--- src/iqap_pkg.sv ---
package iqap_pkg;

   // field widths
   localparam int SAMPLE_W = 12;
   localparam int AMP_W = 16;
   localparam int PHASE_W = 15;
   localparam int AMP_FRAC = 4;

   // cordic setup
   localparam int CORDIC_STAGES_DEF = 16;
   localparam int CORDIC_PRESHIFT = 16;
   localparam int CORDIC_W = 32;
   localparam int ANGLE_FRAC = 30;
   localparam int PHASE_FRAC = 13;
   localparam int ANGLE_SHIFT = ANGLE_FRAC - PHASE_FRAC;
   localparam int ROUND_W = CORDIC_W + 1 - ANGLE_SHIFT;
   localparam int ROUND_HALF = 1 << (ANGLE_SHIFT - 1);

   // square root setup
   localparam int CENTER_W = SAMPLE_W + 1;
   localparam int SUMSQ_W = 2 * SAMPLE_W + 1;
   localparam int RAD_W = SUMSQ_W + 2 * AMP_FRAC;
   localparam int ROOT_W = (RAD_W + 1) / 2;

   localparam logic [SAMPLE_W-1:0] MID_SCALE_RESET = 12'd2047;
   localparam logic signed [PHASE_W-1:0] PHASE_HALF_PI = 15'sd12868;

   // flags that ride along with each word
   typedef struct packed {
      logic last;
      logic q_zero;
      logic i_zero;
      logic negate;
   } iqap_tag_type;

   typedef struct packed {
      logic signed [CORDIC_W-1:0] x;
      logic signed [CORDIC_W-1:0] y;
      logic signed [CORDIC_W-1:0] z;
   } iqap_cordic_type;

   typedef struct packed {
      logic [RAD_W-1:0]  rem;
      logic [ROOT_W-1:0] root;
   } iqap_sqrt_type;

   // floor(atan(2^-k) * 2^30)
   function automatic logic signed [CORDIC_W-1:0] iqap_atan(input int k);
      logic signed [CORDIC_W-1:0] a;
      case (k)
         0:  a = 32'sd843314856;
         1:  a = 32'sd497837829;
         2:  a = 32'sd263043836;
         3:  a = 32'sd133525158;
         4:  a = 32'sd67021686;
         5:  a = 32'sd33543515;
         6:  a = 32'sd16775850;
         7:  a = 32'sd8388437;
         8:  a = 32'sd4194282;
         9:  a = 32'sd2097149;
         10: a = 32'sd1048575;
         11: a = 32'sd524287;
         12: a = 32'sd262143;
         13: a = 32'sd131071;
         14: a = 32'sd65535;
         15: a = 32'sd32767;
         16: a = 32'sd16383;
         17: a = 32'sd8191;
         18: a = 32'sd4095;
         19: a = 32'sd2047;
         20: a = 32'sd1023;
         21: a = 32'sd511;
         22: a = 32'sd255;
         23: a = 32'sd127;
         default: a = '0;
      endcase
      return a;
   endfunction

endpackage

--- src/iqap_back.sv ---
module iqap_back import iqap_pkg::*; (
   input  logic                      clock,
   input  logic                      enable,
   input  iqap_tag_type              tag_d,
   input  iqap_sqrt_type             sqrt_d,
   input  iqap_cordic_type           cordic_d,
   output logic [AMP_W-1:0]          amplitude,
   output logic signed [PHASE_W-1:0] phase,
   output logic                      last_out
);

   logic [CORDIC_W:0]         z_round;
   logic [ROUND_W-1:0]        z_q;
   logic [PHASE_W-1:0]        mag;
   logic [AMP_W-1:0]          amp_in;
   logic signed [PHASE_W-1:0] phase_in;
   logic [AMP_W-1:0]          amp_ff;
   logic signed [PHASE_W-1:0] phase_ff;
   logic                      last_ff;

   // round half up to the output fraction
   assign z_round = {cordic_d.z[CORDIC_W-1], cordic_d.z} + (CORDIC_W+1)'(ROUND_HALF);
   assign z_q     = z_round[CORDIC_W:ANGLE_SHIFT];

   // clamp to 0..pi/2
   always_comb begin
      if (z_q[ROUND_W-1]) begin
         mag = '0;
      end else if (z_q > ROUND_W'(PHASE_HALF_PI)) begin
         mag = PHASE_HALF_PI;
      end else begin
         mag = z_q[PHASE_W-1:0];
      end
   end

   // axis cases and quadrant sign
   always_comb begin
      if (tag_d.q_zero) begin
         phase_in = PHASE_HALF_PI;
      end else if (tag_d.i_zero) begin
         phase_in = '0;
      end else if (tag_d.negate) begin
         phase_in = -$signed(mag);
      end else begin
         phase_in = $signed(mag);
      end
   end

   // saturate the root to the amplitude width
   assign amp_in = (sqrt_d.root[ROOT_W-1:AMP_W] != '0) ? {AMP_W{1'b1}}
                                                      : sqrt_d.root[AMP_W-1:0];

   always_ff @(posedge clock) begin
      if (enable) begin
         amp_ff   <= amp_in;
         phase_ff <= phase_in;
         last_ff  <= tag_d.last;
      end
   end

   assign amplitude = amp_ff;
   assign phase     = phase_ff;
   assign last_out  = last_ff;

endmodule

--- config.mk ---
export PLATFORM = sky130hd
export DESIGN_NAME = iqap_back
export DESIGN_NICKNAME = d
export VERILOG_FILES = /design/src/iqap_pkg.sv /design/src/iqap_back.sv
export SDC_FILE = /design/constraint.sdc
export NUM_CORES = 1
export LEC_CHECK = 0
export BUFFER_PORTS_ARGS = -buffer_cell sky130_fd_sc_hd__buf_2
export CAP_MARGIN = 40
export CORE_MARGIN = 5
export CORE_UTILIZATION = 38
export CTS_BUF_LIST = sky130_fd_sc_hd__clkbuf_4 sky130_fd_sc_hd__clkbuf_8
export DETAILED_ROUTE_END_ITERATION = 12
export HOLD_SLACK_MARGIN = 0.12
export PLACE_DENSITY = 0.78
export SYNTH_ARGS = -nofsm -noshare
export SYNTH_HDL_FRONTEND = slang
export SYNTH_SLANG_ARGS = --single-unit
--- constraint.sdc ---
create_clock -name clock -period 4.21 [get_ports clock]
set_input_delay 1.0525 -clock clock [delete_from_list [all_inputs] [get_ports clock]]
set_output_delay 1.0525 -clock clock [all_outputs]
set_load 0.03 [all_outputs]
; ---- Word-level counts from Yosys, hierarchy flattened
; Cells that the tools add are included.
[word_totals]
mem_bits_rw = 0
in_bits = 152
out_inout_bits = 32
memories = 0
latchBits = 0
word_cells = 12
regBits = 32
rom_bits = 0
[classes]
mux = 4
n_eq_ne = 0
n_mul = 0
n_reduce_logical = 1
addsub = 2
shifts = 0
magnitude_cmp = 1
div = 0
bitwise = 0
[op_table]
columns = op, count
row1 = $mux W15, 3
row2 = $add A32 B18 Y33 const B, 1
row3 = $gt A16 B14 Y1 const B, 1
row4 = $neg A15 Y15, 1
row5 = $mux W14, 1
row6 = $reduce_or A2 Y1, 1

; ---- Depth between registers and ports, before layout
; Gate-level depths: netlist of the first run.
[logic_depth]
depth_word = 7
mapped_depth = 14
ltp_nobuf = 13

; ---- Least setup slack after synthesis of the first run
; OpenSTA, ideal clock, no wires.
[synth_path]
path_kind = input port to flip-flop
startpoint = in cordic_d[17] in the netlist's numbering
endpoint = reg phase_ff[12] (netlist: phase[12]) (data pin)
required_ns = 4.075
stages = 14
arrival_ns = 3.898
path_buffers = 2
slack_ns = 0.177
path_cell_list = buf_2 nand3_2 buf_2 or2_2 a211oi_1 nor4_1 o21a_1 nand2_1 ha_1 nand2_1 a211oi_2 o2111ai_2 or4b_1 nand3_1
[synth_between]
elab_chain_cells = 7
[synth_lines]
columns = item, line
row1 = from (decl), iqap_back.sv:6  ; input iqap_cordic_type cordic_d,
row2 = $add A32 B18 Y33 *, iqap_back.sv:22  ; assign z_round = {cordic_d.z[CORDIC_W-1], cordic_d.z} + (CORDIC_W+1)'(ROUND_HALF);
row3 = $gt A16 B14 Y1, iqap_back.sv:29  ; end else if (z_q > ROUND_W'(PHASE_HALF_PI)) begin
row4 = $mux W15, iqap_back.sv:29
row5 = $mux W15 *, iqap_back.sv:27  ; if (z_q[ROUND_W-1]) begin
row6 = $neg A15 Y15, iqap_back.sv:43  ; phase_in = -$signed(mag);
row7 = $mux W15 *, iqap_back.sv:42  ; end else if (tag_d.negate) begin
row8 = $mux W14 *, iqap_back.sv:40  ; end else if (tag_d.i_zero) begin
row9 = to (signal assigned), iqap_back.sv:56  ; phase_ff <= phase_in;
row10 = to (decl), iqap_back.sv:18  ; logic signed [PHASE_W-1:0] phase_ff;
; Mark *: on every way between the ends. The rest lies on a longest branch, timed or not.
; A chain may end at the register's enable or synchronous reset.

; ---- Final worst setup path of the first run
[layout_path]
startpoint = in cordic_d[16] in the netlist's numbering
endpoint = reg phase_ff[12] (netlist: phase[12]) (data pin)
; The elaborated chain is that of the path after synthesis.

==> results of run 1 <==
[synth_stat cells (all sizes together) (2+ instances only)]
cell type  instances  area share
xor2              12       0.041
clkbuf             7       0.010
and4               3       0.010
nand3             18       0.037
o31ai              2      0.0058
a211oi             3       0.011
a21bo              2      0.0078
a311oi             2      0.0068
o2111ai            2      0.0092
edfxtp            32        0.37
ha                 2      0.0097
and3               2      0.0049
xnor2              8       0.027
a21o               4       0.012
inv                4      0.0058
nor4               9       0.024
and2               4      0.0097
o21ai             14       0.027
a31oi              7       0.017
nand4b             2      0.0068
nand4              6       0.019
nand2             18       0.026
mux2i              4       0.016
o211ai             4       0.012
nor2b              2      0.0049
a21oi             14       0.027
a211o              2      0.0068
o21bai             4       0.012
or3                2      0.0068
nor3               7       0.018
a31o               2      0.0068
nor2              15       0.022
or2               19       0.046
buf               12       0.028
nand2b             5       0.012
[area by class of cell]
| cell class | instances | share of cell area |
|---|---|---|
| flip-flops and latches | 32 | 0.294 |
| inverters | 5 | 0.00574 |
| multi-input cells | 222 | 0.457 |
| repair buffers | 100 | 0.180 |
| clock inverters | 3 | 0.0115 |
| clock buffers | 5 | 0.0210 |
| well taps | 80 | 0.0306 |
[per-stage QoR]
stage	total power [W]	utilization	instances	TNS [ns]	cell area (um^2)
after floorplan	0.000563	-	278	0	2570
after global placement	0.000654	0.473	439	-0.0387	3160
after detailed placement	0.000659	0.473	439	-0.0806	3160
after CTS	0.000933	0.489	447	0	3270
after global routing	0.000980	0.489	447	0	3270
final	0.000922	0.489	447	0	3270
[cell families after synthesis]
kind of cell | share of synthesized area
and+or+nand+nor | 0.269
muxes | 0.0199
DFF | 0.374
buffers and inverters | 0.0452
adders and majority gates | 0.00973
xor gates and xnor gates | 0.0681
AOI/OAI and AO/OA | 0.214
[worst max-delay path, cell delays in order]
cell       delay [ns]
buf_2            0.11
ha_1             0.28
or4_1            0.55
a22o_1           0.22
a211o_1          0.32
o21a_1           0.22
nand2_1          0.11
ha_1             0.22
nand2_1          0.10
a211oi_2         0.21
o2111ai_2        0.17
or4b_1           0.50
nand3_1          0.10
[state kept, by name, summed over array words and instances, names as in the netlist]
signal,cells
amplitude,16
last_out,1
phase,15
[power groups by stage]
stage	clock (W)	sequential (W)	combinational [W]
after detailed placement	0	0.000392	0.000267
after global routing	0.000300	0.000388	0.000293
after CTS	0.000279	0.000386	0.000268
final	0.000268	0.000385	0.000268
after floorplan	0	0.000446	0.000116
after global placement	0	0.000392	0.000263
[path summary, 6_finish.rpt]
check              endpoint  cells after the start  slack, ns
hold / removal     last_out                      1       0.95
setup / recovery  phase[12]                     13       0.18
[metal layers]
metal  part of all wire  GRT usage  up-vias
li1                   -          -     1232
met1               0.43      0.193     1146
met5                  0          0        -
met2               0.48      0.275      104
met3              0.077     0.0304        6
met4              0.011     0.0446        0
==> results by stage, run 1 <==
Run status:
- The flow ran to the end, and the final reports show no timing, DRC or antenna violations.

Floorplanning:
- After floorplanning, the core was sized to cover 0.00668 mm^2.
- The floorplan step defined a die boundary enclosing 0.00851 mm^2.
- The height of the die is 92.3 um.
- The horizontal die dimension is 92.3 um.
- The initial utilization of the core area, before any placement, comes to 0.385.
- The number of cell rows is 30.
- 184 I/O pins were placed.

Global routing:
- The number of antenna violations at the first check in global routing is 0.
- The first global-routing pass estimated 11000 um of wire.
- Entering global routing, the biggest net connects 33 pins.
- The number of global-route vias before repair is 2373.
- The remaining global-route overflow is 0.
- The overall fraction of global-route tracks in use is 0.156.

Worst hold path:
- The hold path startpoint is tag_d[3].
- The path class of the tightest hold or removal check is input pin to flop.

Setup path:
- The worst setup path is captured at a flop.
- The data arrival time of the worst path is 4.17 ns.
- For the worst setup path, the data required time is 4.35 ns.
- In this run the worst path has a maximum fanout of 7.
- The launch point of the critical path is cordic_d[16].
- STA classifies the critical path startpoint as an input pin.
- The category of the most critical setup path is input pin to flop.

Finish:
- The layout has 610 filler cells.
- 0 antenna diodes ended up in the layout.
- The top cell types in the final layout, fill and taps aside, are buf_2, edfxtp_1, buf_4.
- The most common cell after layout, fill and taps aside is buf_2.
- Compared with the post-synthesis result, the final layout area differs by 27.1%.
- Summing all flip-flop and latch instances after layout gives 961 um^2.
- In the final layout, the share of cells above drive strength 1 is 0.387.
- The total area of multi-input combinational cells is 0.00150 mm^2.
- In the final design database the tool counted 520 nets.

Yosys:
- Of all flip-flops after synthesis, the portion carrying an async set or reset was 0.
- In the synthesized netlist the dominant register cell turns out to be edfxtp_1.
- The instance count of the mapped netlist is 278.
- Counting flops with a built-in enable in the synthesized netlist gives 32.
- The share of the Yosys chip area taken by registers is 0.374.
- The total of warnings raised by yosys is 0.
- Counting flops and latches in the post-synthesis netlist gives 32.
- In this run the mean area of a mapped cell was 9.25 um^2.
- The number of unique standard cell types used by synthesis is 68.
- The cell area after synthesis is 0.00257 mm^2.
- Counting every net in the synthesized netlist gives 432.

CTS:
- The deepest level of the CTS H-tree is 2.
- Gates resized during post-CTS repair numbered 0.
- The clock passes through at most 2 buffers.
- In this run the post-CTS setup repair buffer count came out at 0.
- For this design, the sink count on the clock tree is 32.
- The count of hold-fix buffers inserted at cts is 0.
- TritonCTS built the clock tree.
- The number of clock buffers added by TritonCTS is 5.
- The cell chosen for the clock root is clkbuf_8.
- After clock tree synthesis, the clock-pin slew on the worst setup and hold paths is 0.06 ns.

Pwr:
- Summed over all cells, the static leakage comes to 1.28 nW.
- The share of total power dissipated in combinational logic is 0.291.
- The cell-internal power is 0.000651 W.
- Power spread over the standard cell area amounts to 282 mW/mm^2.
- Of the total power, registers draw 0.418.
- The maximum resistive drop on vdd is 0.111 mV.
- The share of power burned in the clock network is 0.291.
- Of the total power, the share spent switching nets is 0.294.
- The analysis attributes to net switching a power of 0.000271 W.

STA:
- The tightest slew margin relative to the limit is 0.556.
- Counting I/O delays and the setup requirement, the final critical path takes 4.03 ns.
- At the pin with the least slew margin, the transition time is 0.665 ns.
- The post-route worst setup slack is 0.176 ns.
- The number of hold violations in the final report was 0.
- Derived from the worst setup path, the maximum achievable clock frequency is 248 MHz.
- The portion of the clock cycle consumed by the worst path in the final layout is 0.958.
- Hold timing on the final database bottoms out at a slack of 0.955 ns.
- The final number of max-transition violations is 0.
- Setup repair after global routing left no endpoint under its margin.
- The setup violation total in the final timing report is 0.

Routing:
- After detailed routing, the number of vias per cell comes to 5.57.
- The routed wire length per instance is 14.5 um.
- The antenna violation net count after detailed routing is 0.
- The number of search-and-repair iterations in the first detailed-routing pass is 5.
- In this run, the number of DRC markers left after iteration 0 of detailed routing was 169.
- After detailed routing, the number of remaining DRC violations is 0.
- The detailed-route wire length is 6470 um.
- The total via count in the routed design is 2488.

Run:
- The tool flagged a number of max-cap violations equal to 0.

Place:
- Input and output buffers added on the ports amount to 70.
- The global placement routability congestion is 0.926.
- The worst setup slack before clock tree synthesis is -0.0806 ns.
- After legalization and detailed placement, the total HPWL measured 5260 um.
(Power assumes the default switching activity.)
==> run 2: changes to the inputs <==
--- a/config.mk
+++ b/config.mk
@@ -5,14 +5,16 @@
 export SDC_FILE = /design/constraint.sdc
 export NUM_CORES = 1
 export LEC_CHECK = 0
+export ABC_AREA = 1
 export BUFFER_PORTS_ARGS = -buffer_cell sky130_fd_sc_hd__buf_2
 export CAP_MARGIN = 40
+export CORE_ASPECT_RATIO = 0.75
 export CORE_MARGIN = 5
-export CORE_UTILIZATION = 38
+export CORE_UTILIZATION = 37
 export CTS_BUF_LIST = sky130_fd_sc_hd__clkbuf_4 sky130_fd_sc_hd__clkbuf_8
 export DETAILED_ROUTE_END_ITERATION = 12
 export HOLD_SLACK_MARGIN = 0.12
-export PLACE_DENSITY = 0.78
+export PLACE_DENSITY = 0.8
 export SYNTH_ARGS = -nofsm -noshare
 export SYNTH_HDL_FRONTEND = slang
 export SYNTH_SLANG_ARGS = --single-unit
==> run 2 against run 1 <==
  * Wire length fell by 15%
  * First-iteration DRC count rose by 31%
  * Setup slack improved by 0.18 ns
  * Fmax rose by 4.6%
  * Sequential power barely moved
  * Critical path depth rose by 10
  * Clock power rose by 4%
  * Combinational power fell by 16%
  * Global-route usage fell by 1.5 points
  * Sequential cell count did not move
  * Final area fell by 14%
==> results by stage, run 2 <==
Run status:
- The flow ran to the end, and the final reports show no timing, DRC or antenna violations.

Yosys:
- The leading cell type by number of instances after synthesis is nand2_1.
- The flip-flop cell with the highest count after synthesis is edfxtp_1.
- The part of the Yosys area used for sequential elements was 0.424 (+0.0503).
- The cell area after synthesis was 0.00227 mm^2 (-12%).
- The post-synthesis area per instance was 7.74 um^2 (-16%).
- The share of flip-flops with an asynchronous set or reset after synthesis is 0 (unchanged).
- Summed over all instances, the cell type with the most area after synthesis is edfxtp_1.
- The net count after synthesis came to 447 (+3.5%).
- The synthesis-stage register bit count is 32 (unchanged).
- The number of unique standard cell types used by synthesis is 34 (-50%).
- The top cell type's share of synthesized area is 0.424 (+0.0503).
- After synthesis, the most frequently instantiated cells are nand2_1, edfxtp_1, inv_1, nor2_1, nand3_1.
- The number of flops mapped to enable cells by yosys is 32 (unchanged).
- The instance count of the mapped netlist is 293 (+5.4%).
- The total of warnings raised by yosys came to 0 (unchanged).
- Yosys attributes the largest share of cell area to edfxtp_1, nand2_1, inv_1, or2_2, nand3_1.

Finish:
- The non-filler instance count after layout is 446 (-0.22%).
- In the layout the commonest cells are nand2_1, buf_2, edfxtp_1.
- The total non-filler cell area in the finished layout is 0.00281 mm^2 (-14%).
- From synthesis to final layout, the design area changed by 23.7%.
- The flip-flop count of the largest register, all copies and words added is 16 (unchanged).
- The number of nets in the layout came to 521 (+0.19%).
- The share of cells above drive strength 1 was 0.345 (-0.0418).
- The number of antenna diodes was 0 (unchanged).
- The number of fill cells came to 572 (-6.2%).
- The most common cell after layout, fill and taps aside is nand2_1.
- The total area of multi-input combinational cells is 0.00115 mm^2 (-23%).
- The sequential standard cell area was 961 um^2 (unchanged).

Routing:
- The antenna violation net count after detailed routing was 0 (unchanged).
- The number of search-and-repair iterations in the first detailed-routing pass was 5 (unchanged).
- The total via count in the routed design came to 2164 (-13%).
- The average vias per placed instance came to 4.85 (-13%).
- The number of DRC violations after detailed routing is 0 (unchanged).
- The number of DRC markers after the initial detailed-route iteration is 221 (+31%).
- The routed wire length per instance is 12.3 um (-15%).
- The detailed-route wire length is 5470 um (-15%).

Pwr:
- The maximum resistive drop on vdd is 0.150 mV (+36%).
- The power density over cell area was 317 mW/mm^2 (+13%).
- The reported leakage power is 1.32 nW (+2.9%).

Place:
- The number of port buffers is 70 (unchanged).
- The detailed placement HPWL came to 4330 um (-18%).
- The cell area reported after detailed placement is 0.00270 mm^2 (-15%).
- The placed instance count is 438 (-0.23%).
- The global placement routability congestion came to 0.887 (-4.2%).

Floorplanning:
- The number of placed I/O pins is 184 (unchanged).
- The core area is 0.00589 mm^2 (-12%).
- The horizontal die dimension is 100 um (+8.8%).
- The floorplan die area came to 0.00781 mm^2 (-8.3%).
- The starting utilization of the core area is 0.385 (about the same).
- The height of the die is 77.8 um (-16%).
- The number of cell rows came to 24 (-20%).

Setup path:
- The signal on the critical path passes through buf_2, ha_1, nand3_1, nor2_2, nand3_1, nand2_1, nand2_1, nor2_1, nand3_1, nand2_1, nand2_2, nand2_4, inv_2, or2_2, ha_1, inv_1, a21oi_1, nand3_1, nand2_2, nand3_1, nand2_1, nand3_1, nand2_1.
- The slowest stage of the critical path is the or2_2 cell.
- The worst setup path is launched from an input pin.
- The maximum fanout along the worst path is 11 (+4).
- The critical path is of the input pin to flop type.
- The critical path data required time is 4.24 ns (-0.11 ns).
- STA classifies the critical path endpoint as a flop.
- The data arrival time of the worst path is 3.89 ns (-0.28 ns).
- The delay of the slowest critical-path stage is 0.30 ns (-0.25 ns).
- In this design, the critical path's most frequently occurring cell is nand3_1.

Global routing:
- The overall fraction of global-route tracks in use is 0.141 (-0.0147).
- The global-route wire length before repair is 9030 um (-18%).
- The remaining global-route overflow is 0 (unchanged).
- The number of antenna violations at the first check in global routing is 0 (unchanged).
- The number of global-route vias before repair was 1982 (-16%).
- The maximum number of pins on one net before global-route repair came to 33 (unchanged).

STA:
- The fmax is 259 MHz (+4.6%).
- The tightest slew margin relative to the limit is 0.457 (-0.0991).
- The setup TNS is 0 ns (unchanged).
- The final critical-path required period is 3.86 ns (-0.178 ns).
- The portion of the clock cycle consumed by the worst path in the final layout is 0.916 (-0.0424).
- Setup repair after global routing left no endpoint under its margin.
- The number of hold violations in the final report was 0 (unchanged).
- The setup violation total in the final timing report is 0 (unchanged).
- The final number of max-transition violations is 0 (unchanged).
- The transition time at the pin with the least slew margin is 0.811 ns (+0.146 ns).

Run:
- The max-cap check violation count came to 0 (unchanged).

CTS:
- The clock-pin slew of the registers on the worst-case setup and hold paths is 0.07 ns (about the same).
- The count of hold-fix buffers inserted at cts is 0 (unchanged).
- The buffers inserted during post-CTS setup optimization came to 0 (unchanged).
- The cell chosen for the clock root is clkbuf_8.
- The TritonCTS clock tree is yes.
- The deepest level of the CTS H-tree is 2 (unchanged).
- The number of buffers on the longest clock path is 2 (unchanged).
- The clock sink count is 32 (unchanged).
- The number of buffers created by CTS is 5 (unchanged).
- The post-cts resize count is 0 (unchanged).

Worst hold path:
- The worst hold path terminates at last_out.
- In this run the worst hold path is classified as input pin to flop.
- The cell depth of the worst hold path is 1 (unchanged).
- In this run the most critical hold path is launched from tag_d[3].
==> run 2: changes by cell type in the layout (fill, tap and decap cells not counted), moves of 8 or more <==
cell / change
nand2_1: +72
buf_4: -27
inv_1: +26
xor2_1: -12
nand2_2: +9
nor4_1: -8
==> run 2: how the worst max path moves through the flow <==
stage | startpoint | to | depth (start not counted)
after floorplan | cordic_d[16] | phase[6] | 19
after global placement | cordic_d[16] | phase[6] | 21
after detailed placement | cordic_d[17] | phase[12] | 23
after CTS | cordic_d[17] | phase[12] | 23
after global routing | cordic_d[17] | phase[6] | 21
final | cordic_d[17] | phase[12] | 23
==> run 2: routing by layer <==
| layer | GRT usage | part of all wire | vias to the layer above |
|---|---|---|---|
| li1 | - | - | 1113 |
| met1 | 0.184 | 0.44 | 971 |
| met5 | 0 | 0 | - |
| met4 | 0.0350 | 0.0090 | 0 |
| met2 | 0.240 | 0.48 | 75 |
| met3 | 0.0296 | 0.071 | 5 |
==> run 2: metrics by stage <==
stage | setup slack [ns] | hold WS, ns | util | power (W)
final | 0.354 | 0.960 | 0.477 | 0.000890
after floorplan | 0.549 | 1.15 | - | 0.000543
after global routing | 0.0557 | 0.948 | 0.477 | 0.000934
after CTS | 0.390 | 0.956 | 0.477 | 0.000892
after global placement | 0.248 | 1.24 | 0.459 | 0.000609
after detailed placement | 0.123 | 1.24 | 0.459 | 0.000615
==> run 2: power by group <==
part / switching, W / internal (W) / leakage (nW) / total [W]
combinational: 0.000155 / 0.0000699 / 0.951 / 0.000225
clock: 0.000108 / 0.000172 / 0.0532 / 0.000280
sequential: 0.00000537 / 0.000379 / 0.313 / 0.000385
total: 0.000269 / 0.000622 / 1.32 / 0.000890
==> run 2: kinds of logic (layout without fill, tap and decap cells) <==
logic type	count (synthesis)	count (layout)	synth area share
AOI/OAI and AO/OA	29	29	0.0756
xor gates and xnor gates	2	2	0.00773
adders and majority gates	2	2	0.0110
buffers and inverters	38	113	0.0684
DFF	32	32	0.424
and+or+nand+nor	190	190	0.413
==> run 2: cell type report <==
cell class / instances / share of cell area
Clock inverter: 3 / 0.0134
Timing Repair Buffer: 72 / 0.130
Inverter: 33 / 0.0442
Multi-Input combinational cell: 223 / 0.410
Sequential cell: 32 / 0.343
Clock buffer: 5 / 0.0245
Tap cell: 78 / 0.0348
==> run 2: critical path: cells and delay by family <==
family                   cells  cell delay [ns]
adder cells (fa/ha/maj)      2             0.46
AO/OA/AOI/OAI                1             0.04
buffers and inverters        3             0.24
AND/OR/NAND/NOR             17             2.08
==> run 3: changes to the inputs <==
--- a/config.mk
+++ b/config.mk
@@ -15,6 +15,7 @@
 export DETAILED_ROUTE_END_ITERATION = 12
 export HOLD_SLACK_MARGIN = 0.12
 export PLACE_DENSITY = 0.8
+export RECOVER_POWER = 25
 export SYNTH_ARGS = -nofsm -noshare
 export SYNTH_HDL_FRONTEND = slang
 export SYNTH_SLANG_ARGS = --single-unit
==> run 3 against run 2 <==
  * The run now ends with max-capacitance violations, max-slew violations left
  * Sequential share of layout area about the same
  * Combinational power about the same
  * Setup slack worse by 0.015 ns
  * Non-clock buffer count unchanged
  * Critical path depth unchanged
  * Wire length about the same
  * Sequential cell count unchanged
  * Sequential power about the same
  * First-iteration DRC count up 2.7%
  * Utilization about the same
  * Worst hold slack about the same
  * Final area about the same
  * Critical path type unchanged
  * Largest power group unchanged
==> results by stage, run 3 (synthesized netlist as in run 2, its figures left out) <==
STA:
- The setup violation total in the final timing report came to 0 (unchanged).
- The post-route worst setup slack is 0.339 ns (-0.0153 ns).
- Setup repair after global routing left no endpoint under its margin.
- The final number of max-transition violations is 33 (+33).
- The setup TNS came to 0 ns (unchanged).
- The number of hold violations in the final report was 0 (unchanged).
- The tightest slew margin relative to the limit is -0.120 (-0.577).
- The fmax was 258 MHz (-0.40%).
- The final critical-path required period is 3.87 ns (+0.0153 ns).
- The transition time at the pin with the least slew margin came to 1.68 ns (+0.869 ns).
- The portion of the clock cycle consumed by the worst path in the final layout is 0.920 (+0.00363).

Pwr:
- The cell-internal power came to 0.000622 W (about the same).
- The maximum resistive drop on vdd is 0.150 mV (-0.12%).
- The power density over cell area is 318 mW/mm^2 (about the same).
- The switching part of the total power is 0.302 (-0.000534).
- The reported leakage power is 1.31 nW (-0.42%).
- The switching power is 0.000268 W (-0.23%).
- The sequential share of power is 0.433 (about the same).
- The share of power burned in the clock network is 0.314 (about the same).
- The power share of the combinational group was 0.253 (about the same).

Routing:
- The number of DRC markers after the initial detailed-route iteration is 227 (+2.7%).
- The detailed-route wire length came to 5470 um (about the same).
- The total via count in the routed design is 2148 (-0.74%).
- The routed length on met1 came to 2360 um (-2.0%).
- The antenna violation net count after detailed routing is 0 (unchanged).
- The total length of routed met3 wires is 450 um (+16%).
- The number of search-and-repair iterations in the first detailed-routing pass came to 5 (unchanged).
- The highest layer touched by signal routing is met4.
- The wire length on met2 is 2610 um (-0.72%).
- The average vias per placed instance came to 4.82 (-0.74%).
- The routed wire length per instance is 12.3 um (about the same).
- The number of DRC violations after detailed routing came to 0 (unchanged).

Finish:
- The synthesis-to-finish area growth was 23.6% (about the same).
- The sequential standard cell area is 961 um^2 (unchanged).
- The total area of multi-input combinational cells is 0.00115 mm^2 (unchanged).
- The number of nets in the layout is 521 (unchanged).
- The total non-filler cell area in the finished layout is 0.00280 mm^2 (about the same).
- The number of fill cells was 573 (+0.17%).
- The number of antenna diodes is 0 (unchanged).
- The share of cells above drive strength 1 is 0.340 (-0.00543).
- The flip-flop count of the largest register, all copies and words added is 16 (unchanged).
- The post-route core utilization is 0.476 (about the same).
- In the layout the commonest cells are nand2_1, buf_2, edfxtp_1.
- The most common cell after layout, fill and taps aside is nand2_1.
- The non-filler instance count after layout is 446 (unchanged).

Place:
- The number of port buffers is 70 (unchanged).
- The global placement routability congestion was 0.887 (unchanged).
- The cell area reported after detailed placement came to 0.00270 mm^2 (unchanged).
- The placed instance count is 438 (unchanged).
- The worst setup slack before clock tree synthesis is 0.123 ns (unchanged).
- The detailed placement HPWL was 4330 um (unchanged).

Setup path:
- Traced cell by cell, the critical path runs through buf_2, ha_1, nand3_1, nor2_2, nand3_1, nand2_1, nand2_1, nor2_1, nand3_1, nand2_1, nand2_2, nand2_4, inv_2, or2_2, ha_1, inv_1, a21oi_1, nand3_1, nand2_2, nand3_1, nand2_1, nand3_1, nand2_1.
- The maximum fanout along the worst path is 11 (unchanged).
- The critical path data required time came to 4.24 ns (about the same).
- The startpoint kind of the worst setup timing path is an input pin.
- The data arrival time of the worst path was 3.90 ns (about the same).
- The delay of the slowest critical-path stage is 0.30 ns (about the same).
- The critical path endpoint category is a flop.
- Among the stages of the critical path, the cell type that occurs most often is nand3_1.
- The slowest cell on the critical path is or2_2.
- The category of the most critical setup path is input pin to flop.

Run status:
- The flow ran to the end, but the final reports show violations.
- The final reports fail on max-capacitance violations, max-slew violations.

Global routing:
- The number of global-route vias before repair is 1982 (unchanged).
- The number of antenna violations at the first check in global routing was 0 (unchanged).
- The overall fraction of global-route tracks in use came to 0.141 (unchanged).
- The maximum number of pins on one net before global-route repair came to 33 (unchanged).
- The remaining global-route overflow was 0 (unchanged).
- The global-route wire length before repair is 9030 um (unchanged).

CTS:
- The cell chosen for the clock root is clkbuf_8.
- The number of buffers on the longest clock path came to 2 (unchanged).
- The count of hold-fix buffers inserted at cts came to 0 (unchanged).
- The buffers inserted during post-CTS setup optimization was 0 (unchanged).
- The clock-pin slew of the registers on the worst-case setup and hold paths is 0.07 ns (about the same).
- The clock sink count is 32 (unchanged).
- The post-cts resize count is 0 (unchanged).
- The number of buffers created by CTS is 5 (unchanged).
- The deepest level of the CTS H-tree is 2 (unchanged).
- TritonCTS built the clock tree.

Worst hold path:
- The worst hold-check path type is input pin to flop.

Floorplanning:
- The number of cell rows came to 24 (unchanged).
- The core area is 0.00589 mm^2 (unchanged).
- The floorplan die area came to 0.00781 mm^2 (unchanged).
- The starting utilization of the core area is 0.385 (unchanged).
- The height of the die came to 77.8 um (unchanged).
- The horizontal die dimension came to 100 um (unchanged).
- The number of placed I/O pins is 184 (unchanged).

Run:
- The max-cap check violation count is 1 (+1).
==> run 3: cell types whose count changed in the layout (fill, tap and decap cells not counted) <==
| cell | before | now |
|---|---|---|
| clkbuf_1 | 0 | 2 |
| buf_2 | 70 | 68 |
==> run 3: final cells by class <==
class | instances | area share
clock buffer | 5 | 0.0246
clock inverter | 3 | 0.0134
inverter | 33 | 0.0442
multi-input combinational | 223 | 0.411
sequential | 32 | 0.343
tap | 78 | 0.0348
timing repair buffer | 72 | 0.129
==> run 3: through the flow <==
| stage | hold WS, ns | power [W] |
|---|---|---|
| 5_1_grt | 0.948 | 0.000934 |
| 6_report | 0.960 | 0.000890 |
| 4_1_cts | 0.956 | 0.000892 |
| 2_1_floorplan | 1.15 | 0.000543 |
| 3_5_place_dp | 1.24 | 0.000615 |
| 3_3_place_gp | 1.24 | 0.000609 |
==> run 3: final timing paths <==
path          from   endpoint  slack (ns)  cells after the start
max   cordic_d[17]  phase[12]        0.34                     23
min       tag_d[3]   last_out        0.96                      1
==> run 3: power by group through the flow <==
stage,logic (W),registers (W),clock network (W)
after global placement,0.000218,0.000391,0
after global routing,0.000246,0.000388,0.000300
after floorplan,0.0000973,0.000446,0
final,0.000225,0.000385,0.000280
after CTS,0.000225,0.000385,0.000282
after detailed placement,0.000223,0.000392,0
==> run 3: critical path: cells and delay by family <==
family | cells | cell delay, ns
compound gates | 1 | 0.04
fa+ha+maj | 2 | 0.47
buf+inv | 3 | 0.24
simple gates | 17 | 2.12
==> run 3: metal layers <==
metal	GRT usage	vias up
met1	0.184	943
met2	0.240	86
met3	0.0296	6
met5	0	-
li1	-	1113
met4	0.0350	0
